File: src/design/mvm_pkg.sv
`timescale 1ns / 1ps

package mvm_pkg;

	// Array and sample dimensions.
	localparam int MAX_ROWS    = 64;
	localparam int MAX_COLS    = 64;
	localparam int SAMPLE_BITS = 16;
	localparam int ACC_BITS    = 40;
	localparam int PROD_BITS   = 2 * SAMPLE_BITS;

	localparam int ROW_BITS  = $clog2(MAX_ROWS);
	localparam int COL_BITS  = $clog2(MAX_COLS);
	localparam int ADDR_BITS = ROW_BITS + COL_BITS;
	localparam int CFG_BITS  = 7;

	// Register indexes on the configuration port.
	localparam logic REG_ROWS_IN_USE = 1'b0;
	localparam logic REG_COLS_IN_USE = 1'b1;

	// Input item actions.
	localparam logic ACT_COEF = 1'b0;
	localparam logic ACT_ELEM = 1'b1;

	// Control that travels beside one product through the multiply stage.
	typedef struct packed {
		logic valid;
		logic in_use;
		logic clear;
	} mac_ctl_t;

endpackage

File: src/design/mvm_cell.sv
`timescale 1ns / 1ps

// One accumulator of the ring. It takes its neighbor's value on every shift.
module mvm_cell (
	input  logic                              clk,
	input  logic                              arst_n,
	input  logic                              shift_en,
	input  logic [mvm_pkg::ACC_BITS-1:0]      d,
	output logic [mvm_pkg::ACC_BITS-1:0]      q
);

	logic [mvm_pkg::ACC_BITS-1:0] acc_q;

	always_ff @(posedge clk or negedge arst_n) begin
		if (!arst_n) begin
			acc_q <= '0;
		end else if (shift_en) begin
			acc_q <= d;
		end
	end

	assign q = acc_q;

endmodule

File: config.mk
export PLATFORM = sky130hd
export DESIGN_NAME = mvm_cell
export DESIGN_NICKNAME = d
export VERILOG_FILES = /design/src/design/mvm_pkg.sv /design/src/design/mvm_cell.sv
export SDC_FILE = /design/constraint.sdc
export NUM_CORES = 1
export LEC_CHECK = 0
export BUFFER_PORTS_ARGS = -buffer_cell sky130_fd_sc_hd__buf_4
export CORE_ASPECT_RATIO = 1.75
export CORE_MARGIN = 5
export CORE_UTILIZATION = 43
export DETAILED_ROUTE_END_ITERATION = 6
export PLACE_DENSITY = 0.82
export SKIP_LAST_GASP = 1
export SLEW_MARGIN = 30
export SYNTH_ARGS = -nofsm -noshare
export SYNTH_HDL_FRONTEND = slang
export SYNTH_SLANG_ARGS = --single-unit
File: constraint.sdc
create_clock -name clk -period 0.85 [get_ports clk]
set_input_delay 0.1275 -clock clk [delete_from_list [all_inputs] [get_ports clk]]
set_output_delay 0.1275 -clock clk [all_outputs]
set_load 0.005 [all_outputs]
==> flow_metrics.py <==
metrics = {
    "clock_network": {
        "cts_tree": "done",
        "cts_max_path_buffers": 2,
        "path_clk_slew_ps": 70,
        "cts_buffers": 5,
        "h-tree-depth": 2,
        "cts-root-buf": "clkbuf_8",
        "cts_sinks": 40,
        "clk_latency_ps": 280,
    },
    "timing": {
        "max_freq_mhz": 1060,
        "fin_crit_ps": 942,
        "hold_viol_final": 0,
        "setup_viol": 51,
        "post-route-worst-setup-slack_ps": -92.1,
        "finalMaxSlewViolations": 0,
        "maxSlewHeadroom_pct": 66.6,
        "tightestPinTransition_ps": 501,
        "period_share_pct": 111,
        "rsz0062_at_grt": "yes",
        "fin_skew_ps": 0,
    },
    "final_layout": {
        "drive_gt1_share_pct": 76.6,
        "finalNetCount": 226,
        "nFillCells": 237,
        "final_core_util_pct": 74.9,
        "area_delta_synth_final_pct": 68.3,
        "multi_input_area_um2": 462,
        "largest_reg_flops": 40,
        "n_antenna_cell": 0,
        "seq_area_um2": 1000,
    },
    "worst_setup_path": {
        "startpoint": "q[33]",
        "crit_end": "q[33]",
        "slowest_stage": "dfrtp_1",
        "cp_data_required_time_ps": 720,
        "slowest_delay_ps": 400,
        "path_class": "reg -> out",
        "cp-end-kind": "primary output",
        "cp.depth": 1,
        "worstPathCellList": "buf_6",
        "rr_worst_depth": 2,
        "critPathLaunchType": "register",
        "path_buf_inv": 1,
        "r2r_slack_ps": -70,
        "crit_fanout": 2,
        "r2r-start": "q[5]",
        "timing.rr.end": "q[5]",
        "cp.arrival_ps": 810,
        "cp_top_family": "flip-flops",
    },
    "synthesis": {
        "yosysWarnings": 0,
        "yosysSeqAreaShare_pct": 66.9,
        "synth_top_area_share_pct": 66.9,
        "yosysTopAreaCell": "dfrtp_1",
        "syn_area_um2": 1500,
        "syn_area_per_cell_um2": 17.8,
        "synth.net_count": 127,
        "synth_area_leaders": "dfrtp_1 (67%), mux2_2 (30%), buf_6 (3.0%)",
        "syn_inst": 84,
        "synth-seq-cells": 40,
        "post_synth_num_cell_types": 3,
    },
    "global_routing": {
        "first_global_vias": 1244,
        "grt_max_degree": 41,
        "grt_overflow_total": 0,
        "antenna_found_initial": 0,
        "grt_first_pass_wirelength_mm": 5.84,
        "grt.total_usage_pct": 17.4,
    },
    "power_and_ir_drop": {
        "switchingPower_uw": 1010,
        "seqPwrFrac_pct": 49.7,
        "switching_share_pct": 22.6,
        "power.internal_uw": 3480,
        "p_leak_uw": 0.00121,
        "total_power_uw": 4490,
        "clkPwrFrac_pct": 27.9,
        "power.share.combinational_pct": 22.4,
        "power_density_nw_per_um2": 1780,
        "peakVddDrop_v": 0.00124,
    },
    "place": {
        "port_buffers": 82,
        "gp_congestion": 0.732,
    },
    "drt": {
        "num_vias": 1079,
        "drtPass1Iterations": 3,
        "wl_per_cell_um": 17.2,
        "drt-total-wl_mm": 3.94,
        "antenna_left": 0,
        "drt-initial-drc-count": 6,
        "remaining_drc_errors": 0,
        "viasPerCell": 4.71,
    },
    "floorplanning": {
        "coreArea_um2": 3360,
        "initial_core_util_pct": 44.5,
        "die_h_um": 88.0,
        "rows": 28,
        "ioPinCount": 83,
        "dieArea_um2": 4810,
        "die_w_um": 54.6,
    },
    "status": {
        "status": "finished with violations",
        "violations": "negative setup slack",
    },
    "worst_hold_path": {
        "hold_class": "in -> reg",
    },
    "run": {
        "drv_cap": 0,
    },
}
[cell type report]
class	instances	share of cell area, %
Sequential cell	40	39.7
Multi-Input combinational cell	40	18.3
Tap cell	45	2.24
Clock buffer	8	3.58
Timing Repair Buffer	96	36.1
[through the flow]
step / worst slack (ps) / TNS [ps] / hold WS (ps) / cell area, um2 / instances
finish: -92.1 / -3420 / 71.7 / 2520 / 229
global route: -127 / -4980 / 60.4 / 2520 / 229
CTS: -105 / -3620 / 61.7 / 2480 / 227
detailed placement: -37.5 / -1020 / 130 / 2160 / 209
global placement: -18.0 / -539 / 115 / 2160 / 209
floorplan: 113 / 0 / -168 / 1500 / 84
[cells by family (layout without fill, tap and decap cells)]
kind of cell           after synthesis  in the layout  share of synthesized area, %
multiplexers                        40             40                          30.1
buffers and inverters                4            104                          3.01
flip-flops                          40             40                          66.9
[repair_timing]
action / in CTS / in global routing
setup buffers: 9 / 2
setup endpoints to repair: 40 / 49
hold buffers: 1 / 0
gates resized for setup: 40 / 6
endpoints found under the hold margin: 40 / 0
gates cloned: 0 / 0
[cell usage after synthesis]
cell type and instances:
buf_6 4, dfrtp_1 40, mux2_2 40
[power by group through the flow]
stage               Sequential (uW)  Combinational (uW)  Clock [uW]
floorplan                      2240                 241           0
global route                   2260                1070        1390
detailed placement             2230                 797           0
CTS                            2230                 978        1310
global placement               2220                 773           0
finish                         2230                1010        1250
[worst min-delay path by stage]
| stage | start | to | depth (start not counted) |
|---|---|---|---|
| 2_1_floorplan | arst_n | q[0] | 0 |
| 3_3_place_gp | arst_n | q[4] | 1 |
| 3_5_place_dp | arst_n | q[4] | 1 |
| 4_1_cts | d[17] | q[17] | 2 |
| 5_1_grt | d[14] | q[14] | 2 |
| 6_report | d[16] | q[16] | 2 |
[layout by cell type, fill, tap and decap left out]
cell type,instances
buf_4,50
buf_6,43
dfrtp_1,40
mux2_2,37
clkbuf_8,6
mux2_4,3
clkbuf_1,2
buf_12,2
dlygate4sd3_1,1
[metal layers]
layer,vias up,GRT usage (%),routed length [um]
li1,490,-,-
met1,525,16.0,1160
met2,48,30.7,2320
met3,16,5.62,253
met4,0,11.3,204
met5,-,0,0
(Power assumes the default switching activity.)
