## src/design/mvm_pkg.sv

```systemverilog
`timescale 1ns / 1ps

package mvm_pkg;

	// Array and sample dimensions.
	localparam int MAX_ROWS    = 64;
	localparam int MAX_COLS    = 64;
	localparam int SAMPLE_BITS = 16;
	localparam int ACC_BITS    = 40;
	localparam int PROD_BITS   = 2 * SAMPLE_BITS;

	localparam int ROW_BITS  = $clog2(MAX_ROWS);
	localparam int COL_BITS  = $clog2(MAX_COLS);
	localparam int ADDR_BITS = ROW_BITS + COL_BITS;
	localparam int CFG_BITS  = 7;

	// Register indexes on the configuration port.
	localparam logic REG_ROWS_IN_USE = 1'b0;
	localparam logic REG_COLS_IN_USE = 1'b1;

	// Input item actions.
	localparam logic ACT_COEF = 1'b0;
	localparam logic ACT_ELEM = 1'b1;

	// Control that travels beside one product through the multiply stage.
	typedef struct packed {
		logic valid;
		logic in_use;
		logic clear;
	} mac_ctl_t;

endpackage

```

## src/design/mvm_mac.sv

```systemverilog
`timescale 1ns / 1ps

// Registered multiply followed by the accumulate into the ring head.
module mvm_mac (
	input  logic                                   clk,
	input  logic                                   arst_n,
	input  logic signed [mvm_pkg::SAMPLE_BITS-1:0] coef,
	input  logic signed [mvm_pkg::SAMPLE_BITS-1:0] elem,
	input  mvm_pkg::mac_ctl_t                      ctl_s1,
	input  logic [mvm_pkg::ACC_BITS-1:0]           acc_head,
	output mvm_pkg::mac_ctl_t                      ctl_s2,
	output logic [mvm_pkg::ACC_BITS-1:0]           sum
);

	logic signed [mvm_pkg::PROD_BITS-1:0] prod_s2;
	mvm_pkg::mac_ctl_t                    ctl_q_s2;
	logic [mvm_pkg::ACC_BITS-1:0]         base;
	logic [mvm_pkg::ACC_BITS-1:0]         addend;

	always_ff @(posedge clk or negedge arst_n) begin
		if (!arst_n) begin
			ctl_q_s2 <= '0;
		end else begin
			ctl_q_s2 <= ctl_s1;
		end
	end

	always_ff @(posedge clk) begin
		prod_s2 <= coef * elem;
	end

	// Column zero starts a fresh sum; rows past the rows in use only get cleared.
	always_comb begin
		base   = ctl_q_s2.clear ? '0 : acc_head;
		addend = ctl_q_s2.in_use
			? {{(mvm_pkg::ACC_BITS-mvm_pkg::PROD_BITS){prod_s2[mvm_pkg::PROD_BITS-1]}},
				prod_s2}
			: '0;
		sum    = base + addend;
	end

	assign ctl_s2 = ctl_q_s2;

endmodule

```

## config.mk

```make
export PLATFORM = sky130hd
export DESIGN_NAME = mvm_mac
export DESIGN_NICKNAME = d
export VERILOG_FILES = /design/src/design/mvm_pkg.sv /design/src/design/mvm_mac.sv
export SDC_FILE = /design/constraint.sdc
export NUM_CORES = 1
export LEC_CHECK = 0
export BUFFER_PORTS_ARGS = -buffer_cell sky130_fd_sc_hd__buf_2
export CAP_MARGIN = 20
export CORE_AREA = 2 2 157 159
export CTS_BUF_LIST = sky130_fd_sc_hd__clkbuf_16
export DETAILED_ROUTE_END_ITERATION = 12
export DIE_AREA = 0 0 159 161
export PLACE_DENSITY = 0.88
export SKIP_CTS_REPAIR_TIMING = 1
export SYNTH_ARGS = -nofsm -noshare
export SYNTH_HDL_FRONTEND = slang
export SYNTH_SLANG_ARGS = --single-unit
```

## constraint.sdc

```tcl
create_clock -name clk -period 3.05 [get_ports clk]
set_input_delay 0.1525 -clock clk [delete_from_list [all_inputs] [get_ports clk]]
set_output_delay 0.1525 -clock clk [all_outputs]
set_load 0.005 [all_outputs]
```

==> results by group <==
Status
  – Status: finished with violations
  – Failing checks: negative setup slack

Drt
  – DR WL/cell: 22.00 µm
  – DR vias/cell: 5.924
  – Starting DRT DRC Count: 1,085
  – DR vias: 12,870
  – Pre-antenna DRT Iters: 5
  – DRC: 0
  – Routed Antenna Nets: 0
  – Final WL: 47,780 µm

Layout
  – Final core utilization: 0.7581
  – Antenna cells: 0
  – Share of layout cells above drive strength 1: 0.3772
  – Fill cells: 1,322
  – Nets: 2,308
  – P&R area growth vs syn: 39.53%
  – Most frequent cells in the layout: inv_1, fa_1, buf_4, nand2_1, and2_1
  – Most common cell after layout, fill and taps aside: inv_1

Floorplanning
  – Ports: 120
  – Core area: 23,960 µm²
  – Initial core utilization: 0.5433
  – Die Y: 161 µm
  – Die area: 25,600 µm²
  – Floorplan die width: 159 µm
  – FP Rows: 57

Global routing
  – Largest net degree at the start of global routing: 22
  – Total gr overflow: 0
  – First-pass GRT wire length: 59,130 µm
  – Number of antenna violations at the first check in global routing: 0
  – Vias in the first global route: 12,810
  – GRT Overall Usage: 0.2831

Clock tree
  – Root Buffer: clkbuf_16
  – Worst-path clk slew: 60 ps
  – CTS tree: yes
  – Clock buffer depth: 2
  – CTS Sinks: 35
  – Cts bufs inserted: 5
  – H-tree levels: 2

Timing
  – Final Max Slew Viols: 0
  – RSZ-0062 raised after global routing: true
  – Final Cycle Share: 1.836
  – Actual slew at the worst max-slew pin: 751.1 ps
  – Final Critical Period: 5601 ps
  – Hold Violations, Final: 0
  – Final setup fails: 53
  – Max Clk Rate: 178.6 MHz
  – Slew margin rel.: 0.4863
  – Fin worst setup slack: -2551 ps

Critical path
  – Delay-heaviest family, CP: adder cells
  – Crit path cell chain: buf_2 > buf_6 > nand2_1 > fa_1 > fa_1 > fa_2 > fa_1 > inv_1 > fa_1 > fa_1 > ha_1 > nand3_2 > o211ai_2 > a221oi_4 > buf_4 > buf_6 > o21bai_1 > a21oi_2 > o21bai_1 > a21oi_2 > xnor2_2
  – CP max-delay cell: fa_1
  – Critical-path maximum fanout: 7
  – Crit-path most repeated cell: fa_1
  – Setup CP Type: input pin to flop
  – Crit path DAT: 5800 ps
  – Startpoint type of the worst setup path: input pin
  – Buffers and inverters on the worst path: 5
  – Crit end category: flop
  – Max incr delay on CP: 580 ps
  – Worst EP required: 3250 ps

Logic synthesis
  – Synthesized area: 13,020 µm²
  – Synth top area share: 0.4044
  – EDFF count, synth: 0
  – Synth area leaders: fa_1, ha_1, inv_1
  – Seq/Total Area, Yosys: 0.05497
  – Gate Count Post-Synth: 1,472
  – Leading area contributor after synthesis: fa_1
  – Avg Cell Area, Syn: 8.845 µm²
  – Synth warnings: 0
  – Async SR Flop Fraction: 0.08571
  – Yosys cell types: 56
  – Mapped Nets: 1,933
  – Predominant post-synthesis flop cell: dfxtp_1
  – Post-synthesis register bit count: 35

Placed design
  – I/O Buffers: 119
  – GP Congestion: 0.9181
  – Dpl hpwl: 30,850 µm

Run
  – Max cap viols: 0

Worst hold path
  – Hold Crit Class: input pin to asynchronous set/reset pin
## cell families after synthesis
family / count (synthesis) / synth area share
AOI/OAI and AO/OA: 188 / 0.09850
DFF: 35 / 0.05497
adders and majority gates: 384 / 0.5207
buffers and inverters: 346 / 0.09975
and+or+nand+nor: 449 / 0.1788
muxes: 2 / 0.001538
xor gates and xnor gates: 68 / 0.04574
## cell type report
type                    count  area, µm²  area share
clock buffers               5      125.1    0.006887
inverters                 299       1129     0.06212
multi-input cells        1091      12440      0.6846
flip-flops and latches     35      716.9     0.03946
clock inverters             3      67.56    0.003719
well taps                 324      405.4     0.02231
repair buffers            415       3287      0.1809
## per-layer routing
| layer | vias up | GRT usage | share of wire |
|---|---|---|---|
| met2 | 979 | 0.5403 | 0.51 |
| met3 | 387 | 0.03595 | 0.077 |
| met5 | - | 0 | 0 |
| met4 | 0 | 0.1252 | 0.091 |
| met1 | 6218 | 0.3156 | 0.33 |
| li1 | 5283 | - | - |
## registers in the layout, indices dropped and copies added, names as in the netlist
register / cells
ctl_s2: 3
prod_s2: 32
## through the flow
step           worst slack [ps]  instances  area [µm²]  setup TNS, ps  hold slack, ps
3_3_place_gp              -2525       2098       15760         -53150          -49.16
5_1_grt                   -2584       2172       18170         -61370           242.5
4_1_cts                   -2362       2106       15950         -55400          -343.7
3_5_place_dp              -2635       2098       15760         -56280          -47.48
6_report                  -2551       2172       18170         -57870           240.1
2_1_floorplan             -2336       1472       13360         -40280          -143.1
## synth_stat cells, types with 2 or more instances
library cell / number
inv_1: 299
o31a_1: 2
a221oi_1: 2
a311oi_1: 2
a21oi_1: 51
nand2_1: 146
nand3_1: 12
a21o_1: 36
a221oi_2: 2
a2111oi_0: 3
nand3b_1: 3
fa_1: 263
nor2_1: 37
nor3_1: 11
buf_1: 2
o211ai_1: 7
or2_2: 2
nand2b_1: 13
mux2i_1: 2
dfxtp_1: 32
dfrtp_1: 3
o211ai_2: 2
o21a_1: 9
clkbuf_1: 45
nor2b_1: 43
ha_1: 121
a211oi_1: 4
o21ai_0: 20
o31ai_1: 4
xor2_1: 19
and3_1: 10
o21ai_1: 8
nand4_1: 8
and2_1: 161
a31oi_1: 9
o21bai_1: 10
a21boi_1: 2
xnor2_1: 49
## worst max path at each step
| stage | endpoint | cells past startpoint | start |
|---|---|---|---|
| floorplan | prod_s2[31] | 22 | elem[6] |
| global placement | prod_s2[31] | 21 | elem[4] |
| detailed placement | prod_s2[31] | 17 | elem[1] |
| CTS | prod_s2[31] | 17 | elem[1] |
| global route | prod_s2[19] | 21 | coef[9] |
| finish | prod_s2[19] | 21 | coef[9] |
Power is left out: the tool's default activity adds up to more than one toggle a clock period on the data nets, which glitch-free logic cannot reach.
